`config.mk`:
```
export PLATFORM = sky130hd
export DESIGN_NAME = sorted_list_table
export DESIGN_NICKNAME = d
export VERILOG_FILES = /design/src/hdl/slt_pkg.sv /design/src/hdl/sorted_list_table.sv /design/src/hdl/slt_ram.sv /design/src/hdl/slt_dpath.sv /design/src/hdl/slt_ctrl.sv
export VERILOG_INCLUDE_DIRS = /design/src /design/src/hdl
export SDC_FILE = /design/constraint.sdc
export NUM_CORES = 1
export LEC_CHECK = 0
export ABC_AREA = 1
export BUFFER_PORTS_ARGS = -buffer_cell sky130_fd_sc_hd__buf_4
export CAP_MARGIN = 5
export CORE_MARGIN = 10
export CORE_UTILIZATION = 40
export CTS_BUF_LIST = sky130_fd_sc_hd__clkbuf_8
export CTS_CLUSTER_DIAMETER = 120
export DETAILED_ROUTE_END_ITERATION = 16
export GPL_TIMING_DRIVEN = 0
export PLACE_DENSITY_LB_ADDON = 0.3
export RECOVER_POWER = 25
export SLEW_MARGIN = 15
export SYNTH_ARGS = -nofsm -noshare
export SYNTH_HDL_FRONTEND = slang
export SYNTH_SLANG_ARGS = --single-unit
```
`constraint.sdc`:
```
create_clock -name clk_i -period 9.1 [get_ports clk_i]
set_clock_uncertainty 0.05 [all_clocks]
set_input_delay 1.82 -clock clk_i [delete_from_list [all_inputs] [get_ports clk_i]]
set_output_delay 1.82 -clock clk_i [all_outputs]
set_load 0.1 [all_outputs]
```
`src/hdl/assert_macros.svh`:
```
// ----------------------------------------------------------------------------
// assert_macros.svh
// Shared assertion macros for the sorted list table RTL.
// ----------------------------------------------------------------------------
`ifndef ASSERT_MACROS_SVH
`define ASSERT_MACROS_SVH

// Check a property on every rising clock edge outside of reset
`define ASSERT_CLK(lbl, clk, rst_n, prop) \
  lbl: assert property (@(posedge clk) disable iff (!rst_n) (prop)) \
    else $error("assertion failed");

// Check an implication on every rising clock edge outside of reset
`define ASSERT_IMPL(lbl, clk, rst_n, ante, cons) \
  lbl: assert property (@(posedge clk) disable iff (!rst_n) (ante) |-> (cons)) \
    else $error("assertion failed");

`endif

```
`src/hdl/slt_pkg.sv`:
```
// ----------------------------------------------------------------------------
// slt_pkg
// Types, constants and helpers shared by the sorted list table modules.
// ----------------------------------------------------------------------------
`default_nettype none

package slt_pkg;

  // Table geometry
  localparam int CAPACITY = 16;
  localparam int ADDR_W   = $clog2(CAPACITY);
  localparam int CNT_W    = $clog2(CAPACITY + 1);

  // Field widths
  localparam int DATA_W   = 32;
  localparam int OP_W     = 2;
  localparam int STATUS_W = 2;
  localparam int COUNT_W  = 5;
  localparam int OUT_DATA_W = ((DATA_W + COUNT_W + 7) / 8) * 8;

  // Operation codes
  typedef enum logic [OP_W-1:0] {
    OP_INSERT = 2'd0,
    OP_DELETE = 2'd1,
    OP_DUMP   = 2'd2
  } op_e;

  // Result status codes
  typedef enum logic [STATUS_W-1:0] {
    ST_OK        = 2'd0,
    ST_EMPTY     = 2'd1,
    ST_NOT_FOUND = 2'd2,
    ST_FULL      = 2'd3
  } status_e;

  // Controller states
  typedef enum logic [2:0] {
    S_IDLE,
    S_INS_SHIFT,
    S_INS_PLACE,
    S_DEL_SCAN,
    S_DEL_SHIFT,
    S_DUMP,
    S_RESP
  } state_e;

  // Index register update
  typedef enum logic [2:0] {
    IDX_HOLD,
    IDX_ZERO,
    IDX_COUNT,
    IDX_INC,
    IDX_DEC
  } idx_op_e;

  // Entry count update
  typedef enum logic [1:0] {
    CNT_HOLD,
    CNT_INC,
    CNT_DEC
  } cnt_op_e;

  // Read address source
  typedef enum logic [2:0] {
    RA_ZERO,
    RA_CNT_M1,
    RA_IDX_M2,
    RA_IDX_P1,
    RA_IDX_P2
  } rd_addr_e;

  // Write data source
  typedef enum logic {
    WS_RDATA,
    WS_VALUE
  } wr_src_e;

  // Commands from controller to datapath
  typedef struct packed {
    logic     load_in;
    idx_op_e  idx_op;
    logic     rd_en;
    rd_addr_e rd_addr;
    logic     wr_en;
    wr_src_e  wr_src;
    cnt_op_e  cnt_op;
    logic     out_load;
    status_e  out_status;
    logic     out_elem;
    logic     out_last;
  } cmd_t;

  // Status from datapath to controller
  typedef struct packed {
    logic cnt_zero;
    logic cnt_full;
    logic rd_lt;
    logic rd_eq;
    logic idx_is_one;
    logic idx_p1_last;
    logic idx_p2_end;
    logic out_free;
  } sts_t;

  // Fit an entry count into the result field
  function automatic logic [COUNT_W-1:0] to_count_field(input logic [CNT_W-1:0] c);
    logic [CNT_W+COUNT_W-1:0] w;
    w = {{COUNT_W{1'b0}}, c};
    return w[COUNT_W-1:0];
  endfunction

endpackage

`default_nettype wire

```
`src/hdl/sorted_list_table.sv`:
```
// ----------------------------------------------------------------------------
// sorted_list_table
// Bounded table of signed 32-bit values kept in ascending order.
// ----------------------------------------------------------------------------
// The block keeps up to CAPACITY (16) signed values in ascending order in a
// single-port-read RAM; duplicates are kept. It takes one operation at a time.
// An insert shifts each entry not less than the value up one slot, from the
// top down, and writes the value into the gap; a delete scans from the bottom
// for an equal entry and pulls each later entry down over it; a dump returns
// one result per stored entry, in order, and waits while the output is stalled.
// Errors and unused operation codes give a single result. Each step of the
// search and shift needs one RAM access. A finished result sits in an output
// register, so the next operation is accepted while it waits. Entry contents
// are undefined after reset; only the entry count and index are cleared.
// ----------------------------------------------------------------------------
`default_nettype none

module sorted_list_table import slt_pkg::*; (
  input  wire logic                  clk_i,
  input  wire logic                  rst_ni,
  // input stream
  input  wire logic                  s_axis_tvalid,
  output logic                       s_axis_tready,
  input  wire logic [DATA_W-1:0]     s_axis_tdata,   // [31:0] value
  input  wire logic [OP_W-1:0]       s_axis_tuser,   // [1:0] operation
  // result stream
  output logic                       m_axis_tvalid,
  input  wire logic                  m_axis_tready,
  output logic [OUT_DATA_W-1:0]      m_axis_tdata,   // [31:0] element, [36:32] entry_count
  output logic [STATUS_W-1:0]        m_axis_tuser,   // [1:0] status
  output logic                       m_axis_tlast    // last result of the operation
);

  cmd_t               cmd;
  sts_t               sts;
  logic [DATA_W-1:0]  element;
  logic [COUNT_W-1:0] entry_count;

  slt_ctrl u_ctrl (
    .clk_i      (clk_i),
    .rst_ni     (rst_ni),
    .in_valid_i (s_axis_tvalid),
    .in_ready_o (s_axis_tready),
    .op_i       (s_axis_tuser),
    .sts_i      (sts),
    .cmd_o      (cmd)
  );

  slt_dpath u_dpath (
    .clk_i         (clk_i),
    .rst_ni        (rst_ni),
    .cmd_i         (cmd),
    .sts_o         (sts),
    .value_i       (s_axis_tdata),
    .out_valid_o   (m_axis_tvalid),
    .out_ready_i   (m_axis_tready),
    .out_status_o  (m_axis_tuser),
    .out_element_o (element),
    .out_count_o   (entry_count),
    .out_last_o    (m_axis_tlast)
  );

  // Pack the result payload, zero fill to whole bytes
  assign m_axis_tdata = {{(OUT_DATA_W - DATA_W - COUNT_W){1'b0}}, entry_count, element};

endmodule

`default_nettype wire

```
`src/hdl/slt_ram.sv`:
```
// ----------------------------------------------------------------------------
// slt_ram
// Generic single write, single read RAM with registered read data.
// ----------------------------------------------------------------------------
`default_nettype none

module slt_ram #(
  parameter int WIDTH = 32,
  parameter int DEPTH = 16
) (
  input  wire logic                     clk_i,
  input  wire logic                     we_i,
  input  wire logic [$clog2(DEPTH)-1:0] waddr_i,
  input  wire logic [WIDTH-1:0]         wdata_i,
  input  wire logic                     re_i,
  input  wire logic [$clog2(DEPTH)-1:0] raddr_i,
  output logic      [WIDTH-1:0]         rdata_o
);

  logic [WIDTH-1:0] mem_q [DEPTH];
  logic [WIDTH-1:0] rdata_q;

  // Write port
  always_ff @(posedge clk_i) begin
    if (we_i) begin
      mem_q[waddr_i] <= wdata_i;
    end
  end

  // Registered read, hold when not enabled
  always_ff @(posedge clk_i) begin
    if (re_i) begin
      rdata_q <= mem_q[raddr_i];
    end
  end

  assign rdata_o = rdata_q;

endmodule

`default_nettype wire

```
`src/hdl/slt_dpath.sv`:
```
// ----------------------------------------------------------------------------
// slt_dpath
// Datapath: entry RAM, index and count registers, compare and result register.
// ----------------------------------------------------------------------------
`default_nettype none

`include "assert_macros.svh"

module slt_dpath import slt_pkg::*; (
  input  wire logic                clk_i,
  input  wire logic                rst_ni,
  input  wire cmd_t                cmd_i,
  output sts_t                     sts_o,
  input  wire logic [DATA_W-1:0]   value_i,
  output logic                     out_valid_o,
  input  wire logic                out_ready_i,
  output logic [STATUS_W-1:0]      out_status_o,
  output logic [DATA_W-1:0]        out_element_o,
  output logic [COUNT_W-1:0]       out_count_o,
  output logic                     out_last_o
);

  logic [DATA_W-1:0]   value_q;
  logic [CNT_W-1:0]    idx_q, idx_d;
  logic [CNT_W-1:0]    count_q, count_d;
  logic [CNT_W-1:0]    raddr_full;
  logic [DATA_W-1:0]   rdata;
  logic [DATA_W-1:0]   wdata;
  logic [CNT_W:0]      idx_p1, idx_p2;

  logic                out_valid_q;
  logic [STATUS_W-1:0] out_status_q;
  logic [DATA_W-1:0]   out_element_q;
  logic [COUNT_W-1:0]  out_count_q;
  logic                out_last_q;
  logic                out_free;

  // Latch the operand on input transfer
  always_ff @(posedge clk_i) begin
    if (cmd_i.load_in) begin
      value_q <= value_i;
    end
  end

  // Index update
  always_comb begin
    case (cmd_i.idx_op)
      IDX_HOLD:  idx_d = idx_q;
      IDX_ZERO:  idx_d = '0;
      IDX_COUNT: idx_d = count_q;
      IDX_INC:   idx_d = idx_q + CNT_W'(1);
      IDX_DEC:   idx_d = idx_q - CNT_W'(1);
      default:   idx_d = idx_q;
    endcase
  end

  // Count update
  always_comb begin
    case (cmd_i.cnt_op)
      CNT_HOLD: count_d = count_q;
      CNT_INC:  count_d = count_q + CNT_W'(1);
      CNT_DEC:  count_d = count_q - CNT_W'(1);
      default:  count_d = count_q;
    endcase
  end

  always_ff @(posedge clk_i or negedge rst_ni) begin
    if (!rst_ni) begin
      idx_q   <= '0;
      count_q <= '0;
    end else begin
      idx_q   <= idx_d;
      count_q <= count_d;
    end
  end

  // Select the read address
  always_comb begin
    case (cmd_i.rd_addr)
      RA_ZERO:   raddr_full = '0;
      RA_CNT_M1: raddr_full = count_q - CNT_W'(1);
      RA_IDX_M2: raddr_full = idx_q - CNT_W'(2);
      RA_IDX_P1: raddr_full = idx_q + CNT_W'(1);
      RA_IDX_P2: raddr_full = idx_q + CNT_W'(2);
      default:   raddr_full = '0;
    endcase
  end

  assign wdata = (cmd_i.wr_src == WS_VALUE) ? value_q : rdata;

  slt_ram #(
    .WIDTH (DATA_W),
    .DEPTH (CAPACITY)
  ) u_ram (
    .clk_i   (clk_i),
    .we_i    (cmd_i.wr_en),
    .waddr_i (idx_q[ADDR_W-1:0]),
    .wdata_i (wdata),
    .re_i    (cmd_i.rd_en),
    .raddr_i (raddr_full[ADDR_W-1:0]),
    .rdata_o (rdata)
  );

  // Status toward the controller
  assign idx_p1 = {1'b0, idx_q} + (CNT_W+1)'(1);
  assign idx_p2 = {1'b0, idx_q} + (CNT_W+1)'(2);
  assign out_free = !out_valid_q || out_ready_i;

  always_comb begin
    sts_o.cnt_zero    = (count_q == '0);
    sts_o.cnt_full    = (count_q >= CNT_W'(CAPACITY));
    sts_o.rd_lt       = ($signed(rdata) < $signed(value_q));
    sts_o.rd_eq       = (rdata == value_q);
    sts_o.idx_is_one  = (idx_q == CNT_W'(1));
    sts_o.idx_p1_last = (idx_p1 == {1'b0, count_q});
    sts_o.idx_p2_end  = (idx_p2 >= {1'b0, count_q});
    sts_o.out_free    = out_free;
  end

  // Result register: hold until the downstream transfer
  always_ff @(posedge clk_i or negedge rst_ni) begin
    if (!rst_ni) begin
      out_valid_q <= 1'b0;
    end else if (cmd_i.out_load) begin
      out_valid_q <= 1'b1;
    end else if (out_ready_i) begin
      out_valid_q <= 1'b0;
    end
  end

  always_ff @(posedge clk_i) begin
    if (cmd_i.out_load) begin
      out_status_q  <= cmd_i.out_status;
      out_element_q <= cmd_i.out_elem ? rdata : '0;
      out_count_q   <= to_count_field(count_q);
      out_last_q    <= cmd_i.out_last;
    end
  end

  assign out_valid_o   = out_valid_q;
  assign out_status_o  = out_status_q;
  assign out_element_o = out_element_q;
  assign out_count_o   = out_count_q;
  assign out_last_o    = out_last_q;

  `ASSERT_IMPL(a_load_only_when_free, clk_i, rst_ni, cmd_i.out_load, out_free)
  `ASSERT_CLK(a_count_bounded, clk_i, rst_ni, count_q <= CNT_W'(CAPACITY))
  `ASSERT_IMPL(a_no_grow_when_full, clk_i, rst_ni, cmd_i.cnt_op == CNT_INC,
               count_q < CNT_W'(CAPACITY))

endmodule

`default_nettype wire

```
`src/hdl/slt_ctrl.sv`:
```
// ----------------------------------------------------------------------------
// slt_ctrl
// Controller: sequences insert, delete and dump over the datapath.
// ----------------------------------------------------------------------------
`default_nettype none

`include "assert_macros.svh"

module slt_ctrl import slt_pkg::*; (
  input  wire logic            clk_i,
  input  wire logic            rst_ni,
  input  wire logic            in_valid_i,
  output logic                 in_ready_o,
  input  wire logic [OP_W-1:0] op_i,
  input  wire sts_t            sts_i,
  output cmd_t                 cmd_o
);

  state_e  state_q, state_d;
  status_e st_q, st_d;

  // Next state and pending response status
  always_comb begin
    state_d = state_q;
    st_d    = st_q;
    case (state_q)
      S_IDLE: begin
        if (in_valid_i) begin
          case (op_e'(op_i))
            OP_INSERT: begin
              if (sts_i.cnt_full) begin
                state_d = S_RESP;
                st_d    = ST_FULL;
              end else if (sts_i.cnt_zero) begin
                state_d = S_INS_PLACE;
              end else begin
                state_d = S_INS_SHIFT;
              end
            end
            OP_DELETE: begin
              if (sts_i.cnt_zero) begin
                state_d = S_RESP;
                st_d    = ST_EMPTY;
              end else begin
                state_d = S_DEL_SCAN;
              end
            end
            OP_DUMP: begin
              if (sts_i.cnt_zero) begin
                state_d = S_RESP;
                st_d    = ST_EMPTY;
              end else begin
                state_d = S_DUMP;
              end
            end
            default: begin
              state_d = S_RESP;
              st_d    = ST_OK;
            end
          endcase
        end
      end
      S_INS_SHIFT: begin
        if (sts_i.rd_lt) begin
          state_d = S_RESP;
          st_d    = ST_OK;
        end else if (sts_i.idx_is_one) begin
          state_d = S_INS_PLACE;
        end
      end
      S_INS_PLACE: begin
        state_d = S_RESP;
        st_d    = ST_OK;
      end
      S_DEL_SCAN: begin
        if (sts_i.rd_eq) begin
          if (sts_i.idx_p1_last) begin
            state_d = S_RESP;
            st_d    = ST_OK;
          end else begin
            state_d = S_DEL_SHIFT;
          end
        end else if (sts_i.idx_p1_last) begin
          state_d = S_RESP;
          st_d    = ST_NOT_FOUND;
        end
      end
      S_DEL_SHIFT: begin
        if (sts_i.idx_p2_end) begin
          state_d = S_RESP;
          st_d    = ST_OK;
        end
      end
      S_DUMP: begin
        if (sts_i.out_free && sts_i.idx_p1_last) begin
          state_d = S_IDLE;
        end
      end
      S_RESP: begin
        if (sts_i.out_free) begin
          state_d = S_IDLE;
        end
      end
      default: state_d = S_IDLE;
    endcase
  end

  // Datapath commands
  always_comb begin
    cmd_o = '{
      load_in:    1'b0,
      idx_op:     IDX_HOLD,
      rd_en:      1'b0,
      rd_addr:    RA_ZERO,
      wr_en:      1'b0,
      wr_src:     WS_RDATA,
      cnt_op:     CNT_HOLD,
      out_load:   1'b0,
      out_status: ST_OK,
      out_elem:   1'b0,
      out_last:   1'b1
    };
    in_ready_o = 1'b0;
    case (state_q)
      S_IDLE: begin
        in_ready_o    = 1'b1;
        cmd_o.load_in = in_valid_i;
        if (in_valid_i) begin
          case (op_e'(op_i))
            OP_INSERT: begin
              if (sts_i.cnt_zero) begin
                cmd_o.idx_op = IDX_ZERO;
              end else begin
                cmd_o.idx_op  = IDX_COUNT;
                cmd_o.rd_en   = !sts_i.cnt_full;
                cmd_o.rd_addr = RA_CNT_M1;
              end
            end
            OP_DELETE, OP_DUMP: begin
              cmd_o.idx_op  = IDX_ZERO;
              cmd_o.rd_en   = !sts_i.cnt_zero;
              cmd_o.rd_addr = RA_ZERO;
            end
            default: cmd_o.idx_op = IDX_HOLD;
          endcase
        end
      end
      S_INS_SHIFT: begin
        // Move a larger or equal entry up, or drop the value into the gap
        cmd_o.wr_en = 1'b1;
        if (sts_i.rd_lt) begin
          cmd_o.wr_src = WS_VALUE;
          cmd_o.cnt_op = CNT_INC;
        end else begin
          cmd_o.wr_src  = WS_RDATA;
          cmd_o.idx_op  = IDX_DEC;
          cmd_o.rd_en   = !sts_i.idx_is_one;
          cmd_o.rd_addr = RA_IDX_M2;
        end
      end
      S_INS_PLACE: begin
        cmd_o.wr_en  = 1'b1;
        cmd_o.wr_src = WS_VALUE;
        cmd_o.cnt_op = CNT_INC;
      end
      S_DEL_SCAN: begin
        // Look ahead one entry while comparing the current one
        cmd_o.rd_en   = !sts_i.idx_p1_last;
        cmd_o.rd_addr = RA_IDX_P1;
        if (sts_i.rd_eq) begin
          if (sts_i.idx_p1_last) begin
            cmd_o.cnt_op = CNT_DEC;
          end
        end else if (!sts_i.idx_p1_last) begin
          cmd_o.idx_op = IDX_INC;
        end
      end
      S_DEL_SHIFT: begin
        // Pull the next entry down over the deleted slot
        cmd_o.wr_en  = 1'b1;
        cmd_o.wr_src = WS_RDATA;
        if (sts_i.idx_p2_end) begin
          cmd_o.cnt_op = CNT_DEC;
        end else begin
          cmd_o.rd_en   = 1'b1;
          cmd_o.rd_addr = RA_IDX_P2;
          cmd_o.idx_op  = IDX_INC;
        end
      end
      S_DUMP: begin
        if (sts_i.out_free) begin
          cmd_o.out_load   = 1'b1;
          cmd_o.out_status = ST_OK;
          cmd_o.out_elem   = 1'b1;
          cmd_o.out_last   = sts_i.idx_p1_last;
          if (!sts_i.idx_p1_last) begin
            cmd_o.rd_en   = 1'b1;
            cmd_o.rd_addr = RA_IDX_P1;
            cmd_o.idx_op  = IDX_INC;
          end
        end
      end
      S_RESP: begin
        cmd_o.out_load   = sts_i.out_free;
        cmd_o.out_status = st_q;
      end
      default: cmd_o.out_load = 1'b0;
    endcase
  end

  always_ff @(posedge clk_i or negedge rst_ni) begin
    if (!rst_ni) begin
      state_q <= S_IDLE;
      st_q    <= ST_OK;
    end else begin
      state_q <= state_d;
      st_q    <= st_d;
    end
  end

  `ASSERT_IMPL(a_no_write_in_idle, clk_i, rst_ni, state_q == S_IDLE, !cmd_o.wr_en)
  `ASSERT_IMPL(a_no_shrink_when_empty, clk_i, rst_ni, cmd_o.cnt_op == CNT_DEC,
               !sts_i.cnt_zero)

endmodule

`default_nettype wire
```
# ---- Word level (Yosys, flattened, before mapping)
# Memories as Yosys holds them, arrays and structs flattened. A register that Yosys moved wholly into a read port is not among the register bits.
# Index checks and enable logic that the tools add are counted.
dict set report op_classes {
  add_sub_neg 8
  magnitude_cmp 3
  eq_ne 31
  muxes 58
  n_reduce_logical 18
}
# cell count
set ops {}
lappend ops {{$mux W2} 18}
lappend ops {{$pmux W7 S5} 1}
lappend ops {{$eq A32 B32 Y1} 1}
lappend ops {{$lt A32 B32 Y1} 1}
lappend ops {{$mux W32} 1}
lappend ops {{$mux W3} 10}
lappend ops {{$pmux W3 S7} 1}
lappend ops {{$pmux W5 S4} 1}
lappend ops {{$eq A3 B2 Y1 const B} 6}
lappend ops {{$mux W6} 3}
lappend ops {{$pmux W4 S4} 1}
lappend ops {{$eq A3 B3 Y1 const B} 5}
lappend ops {{$mux W7} 2}
lappend ops {{$ne A3 B2 Y1 const B} 4}
lappend ops {{$add A5 B1 Y5 const B} 2}
lappend ops {{$pmux W2 S5} 1}
lappend ops {{$pmux W5 S2} 1}
lappend ops {{$sub A5 B1 Y5 const B} 2}
lappend ops {{$eq A3 B1 Y1 const B} 3}
lappend ops {{$pmux W3 S3} 1}
lappend ops {{$mux W1} 8}
lappend ops {{$pmux W2 S2} 2}
lappend ops {{$pmux W2 S4} 1}
lappend ops {{$pmux W4 S2} 1}
lappend ops {{other kinds (30)} 41}
dict set report totals {
  reg_bits 88
  ram_bits 512
  in_bits 38
  out_inout_bits 45
  elab_cells 129
  memories 1
}
# name words width read_ports rd_ports_with_merged_regs wr line_no
set mem_list {}
lappend mem_list {u_dpath.u_ram.mem_q 16 32 1 1 1 slt_ram.sv:20} ;# logic [WIDTH-1:0] mem_q [DEPTH];

# ---- Longest topological paths before layout
dict set report depth {
  word_depth 8
  mapped_depth 25
  mapped_depth_nobuf 24
}

# ---- By module
# From an unflattened synthesis, not the netlist that was laid out.
dict set report unflattened {
  cells_unflattened 2797
  hier_area_um2 28912.7
}
# mod instances cells_per_inst area_each_um2
set by_module_without_submodules {}
lappend by_module_without_submodules {slt_ram 1 2120 23050.9}
lappend by_module_without_submodules {slt_dpath 1 523 4901.0}
lappend by_module_without_submodules {slt_ctrl 1 150 934.6}
lappend by_module_without_submodules {sorted_list_table 1 4 26.3}

# ---- Worst setup path before layout
# No wires, ideal clock.
dict set report synth_timing {
  kind {in2reg}
  from {in s_axis_tvalid}
  to {reg u_dpath.u_ram.rdata_q[20], in the netlist u_dpath.u_ram.rdata_o[20], read port of u_dpath.u_ram.mem_q (data pin)}
  setup_time_ns 0.254
  arrival_ns 4.060
  path_slack_ns 4.736
  path_stages 12
  path_buffers 2
  path_cell_list {inv_1 -> nor2_2 -> nand4_2 -> or2_1 -> nand2_1 -> a21oi_2 -> buf_2 -> buf_2 -> nand3_1 -> nand3_1 -> nand3_1 -> nand2_1}
}
dict set report synth_between {
  elab_chain_cells 4
  elab_cells_between_ends 7
  classes_between {eq/ne (4); mux (3)}
}
# element line_no
set synth_rtl {}
lappend synth_rtl {{start: declaration} sorted_list_table.sv:22} ;# input wire logic s_axis_tvalid,
lappend synth_rtl {{$mux W7 (*)} slt_ctrl.sv:128} ;# if (in_valid_i) begin
lappend synth_rtl {{$pmux W7 S5 (*)} slt_ctrl.sv:124} ;# case (state_q)
lappend synth_rtl {{$eq A3 B3 Y1, or another cell as far along} slt_dpath.sv:79} ;# case (cmd_i.rd_addr)
lappend synth_rtl {{$pmux W4 S4} slt_dpath.sv:79}
lappend synth_rtl {{end: declaration} slt_ram.sv:21} ;# logic [WIDTH-1:0] rdata_q;
# Every way passes the cells marked *; elsewhere a longest branch is shown, timed or not.
# A chain may end at the register's enable or synchronous reset.

# ---- Worst setup path after layout
dict set report layout_timing {
  from {in s_axis_tvalid}
  to {reg u_dpath.u_ram.rdata_q[31], in the netlist u_dpath.u_ram.rdata_o[31], read port of u_dpath.u_ram.mem_q (data pin)}
}
# The elaborated chain is that of the path after synthesis.

==> results.toml <==
[floorplanning]
rows = 98
core_area_sq_um = 71700
start_util = 0.405
die_y_um = 290
die_x_um = 290
io_pins = 83
die_area_sq_um = 83900

[setup_path]
cp-start-kind = "input port"
worstSetupPathType = "input port to register"
critPathArrivalTime_ns = 5.73
required_ns = 9.45
slowest_stage = "nor2_1"
slowest_delay_ns = 1.42
worstPathCellList = "clkbuf_1 -> inv_1 -> nor2_1 -> nand4_2 -> nor2_1 -> a21oi_4 -> nand2_2 -> buf_6 -> buf_2 -> nand2_1 -> nand3_1 -> nand3_1 -> nand3_1 -> nand2_1"
critPathCaptureType = "register"
cp_max_fo = 16
crit_top_cell = "nand3_1"

[yosys]
synth_seq_cells = 632
ys.warnings.count = 0
synth_top_family_by_area = "simple AND/OR/NAND/NOR gates"
syn_area_per_cell_sq_um = 10.7
synth_xor_area_frac = 0.00443
ys_top_cells_by_count = "edfxtp_1 (616), nand3_1 (587), inv_1 (526)"
synthAdderAreaFrac = 0.0231
synth_top_flop_cell = "edfxtp_1"
synth.distinct_cells = 51
synth_top_area_frac = 0.636
async_reset_ff_frac = 0.0253
synthMuxAreaShare = 0
synth_edf_count = 616
yosysSeqAreaShare = 0.650
synth_cells = 2720
yosysMostFrequentCell = "edfxtp_1"
synthSimpleGateAreaFrac = 0.206
yosysTopAreaCell = "edfxtp_1"
synthesis.area_sq_um = 29100
synthTopCellsByArea = "edfxtp_1 (64%), nand3_1 (10%), inv_1 (6.8%)"
synth_compound_area_frac = 0.0202

[sta]
worstMarginPinSlew_ns = 2.23
holdWs_ns = 0.416
fmax_mhz = 186
setup_viol = 0
worst_slack_ns = 3.72
drv_slew = 93
period_needed_ns = 5.38
post-route-period-util = 0.592
tns_ns = 0
final_hold_viol_count = 0
rsz0062_at_grt = "no"
slew_headroom = -0.488

[layout]
final_cell_area_sq_um = 33300
syn_to_final_growth_pct = 14.6
finalNetCount = 3043
fillers = 6548
drive_gt1_frac = 0.131
fin_cells = 3980
final_util = 0.465

[clock_tree]
postCtsHoldBufs = 0
cts_htree_levels = 3
clk_latency_ns = 0.73
post_cts_buffers = 0
clk_path_buf_depth = 3
cts_tree = "done"
post_cts_resized = 0
root_buffer = "clkbuf_8"
clkTransAtPathRegs_ns = 0.06
cts-buffers-inserted = 103
cts_num_sinks = 632

[power]
cellLeakagePower_nw = 14.1
finalPower_mw = 12.8
powerDensity_nw_per_um2 = 384
ir_worst_vdd_mv = 0.252

[drt]
wire_per_inst_um = 21.2
first_pass_iters = 5
viasPerCell = 5.20
final_antenna_net_count = 0
drt_iter0_drc = 1857
drcViolationCount = 0
vias = 20700
drt_wl_total_um = 84300

[place]
portBuffers = 79
place_ws_ns = 4.13
dpl_cell_area_sq_um = 31600
gp_congestion = 0.889
hpwlAfterDp_um = 59200
dp_cells = 3797

[global_routing]
grt_use_total = 0.199
first_global_vias = 20600
grt_pass1_wl_um = 125000
grt_max_degree = 33
antenna_found_initial = 1
overflow = 0

[job]
cap_viol_max_count = 4

[min_path]
hold_path.class = "register to register"

[status]
outcome = "finished, violations left"
violations = "max-capacitance violations, max-slew violations"
==> layout make-up <==
cell class / count / area (sq um) / share of cell area
antenna: 1 / 2.50 / 0.0000751
buffer: 147 / 822 / 0.0247
tap: 950 / 1190 / 0.0357
timing repair buffer: 125 / 1140 / 0.0343
sequential: 632 / 18900 / 0.567
clock inverter: 76 / 408 / 0.0122
multi-input combinational: 1412 / 7400 / 0.222
inverter: 531 / 1990 / 0.0598
clock buffer: 106 / 1460 / 0.0438
==> critical path, delay by kind of cell <==
kind,cells,cell delay (ns)
and+or+nand+nor,9,3.05
buffers and inverters,4,0.73
AOI/OAI and AO/OA,1,0.12
==> path summary, 6_finish.rpt <==
path	to	start	cells past startpoint	slack [ns]
min in group asynchronous	u_dpath.count_q[0]$_DFFE_PN0P_	rst_ni	1	1.21
min reg2reg	u_dpath.out_count_o[2]$_DFFE_PP_	u_dpath.count_q[2]$_DFFE_PN0P_	0	0.42
max	u_dpath.u_ram.rdata_o[31]$_DFFE_PP_	s_axis_tvalid	14	3.72
max in group asynchronous	u_dpath.count_q[1]$_DFFE_PN0P_	rst_ni	1	7.17
max reg2reg	u_dpath.u_ram.rdata_o[31]$_DFFE_PP_	u_ctrl.state_q[1]$_DFFE_PN0P_	16	4.11
min	u_dpath.out_count_o[2]$_DFFE_PP_	u_dpath.count_q[2]$_DFFE_PN0P_	0	0.42
==> power breakdown <==
group	internal (mW)	switching (mW)	leakage, nW	total (mW)
clock	1.16	1.14	1.08	2.30
combinational	1.56	4.32	7.16	5.88
sequential	4.44	0.187	5.81	4.62
total	7.16	5.65	14.1	12.8
==> kinds of logic after synthesis <==
family | Yosys count
buffers and inverters | 678
flip-flops | 632
adder cells (fa/ha/maj) | 53
other | 1
XOR/XNOR | 13
AND/OR/NAND/NOR | 1240
AO/OA/AOI/OAI | 103
==> cell usage in the layout (no fill, tap or decap), drive strengths merged, types with 3 or more instances in the layout <==
cell     netlist  final
edfxtp       616    616
nand3        588    588
inv          531    568
nand2        435    435
buf          132    217
clkbuf        15    161
nand3b       129    129
nor2          70     70
o21ai         55     55
ha            52     52
clkinv         0     35
a21oi         27     27
dfrtp         16     16
xor2           9      9
nand4          7      7
nor3           5      5
o2111ai        5      5
o211ai         4      4
xnor2          4      4
conb           1      3
bufinv         0      3
==> state kept, by name (all words and copies together) (netlist names), 3 cells and up <==
register	flops
u_dpath.u_ram.mem_q	512
u_dpath.out_element_o	32
u_dpath.u_ram.rdata_o	32
u_dpath.value_q	32
u_dpath.count_q	5
u_dpath.idx_q	5
u_dpath.out_count_o	5
u_ctrl.state_q	3
==> layer usage <==
layer	wire length, um	track usage
met5	0	0
met4	2830	0.0758
met1	34200	0.256
met2	39400	0.324
met3	7890	0.0459
(Power assumes the default switching activity.)
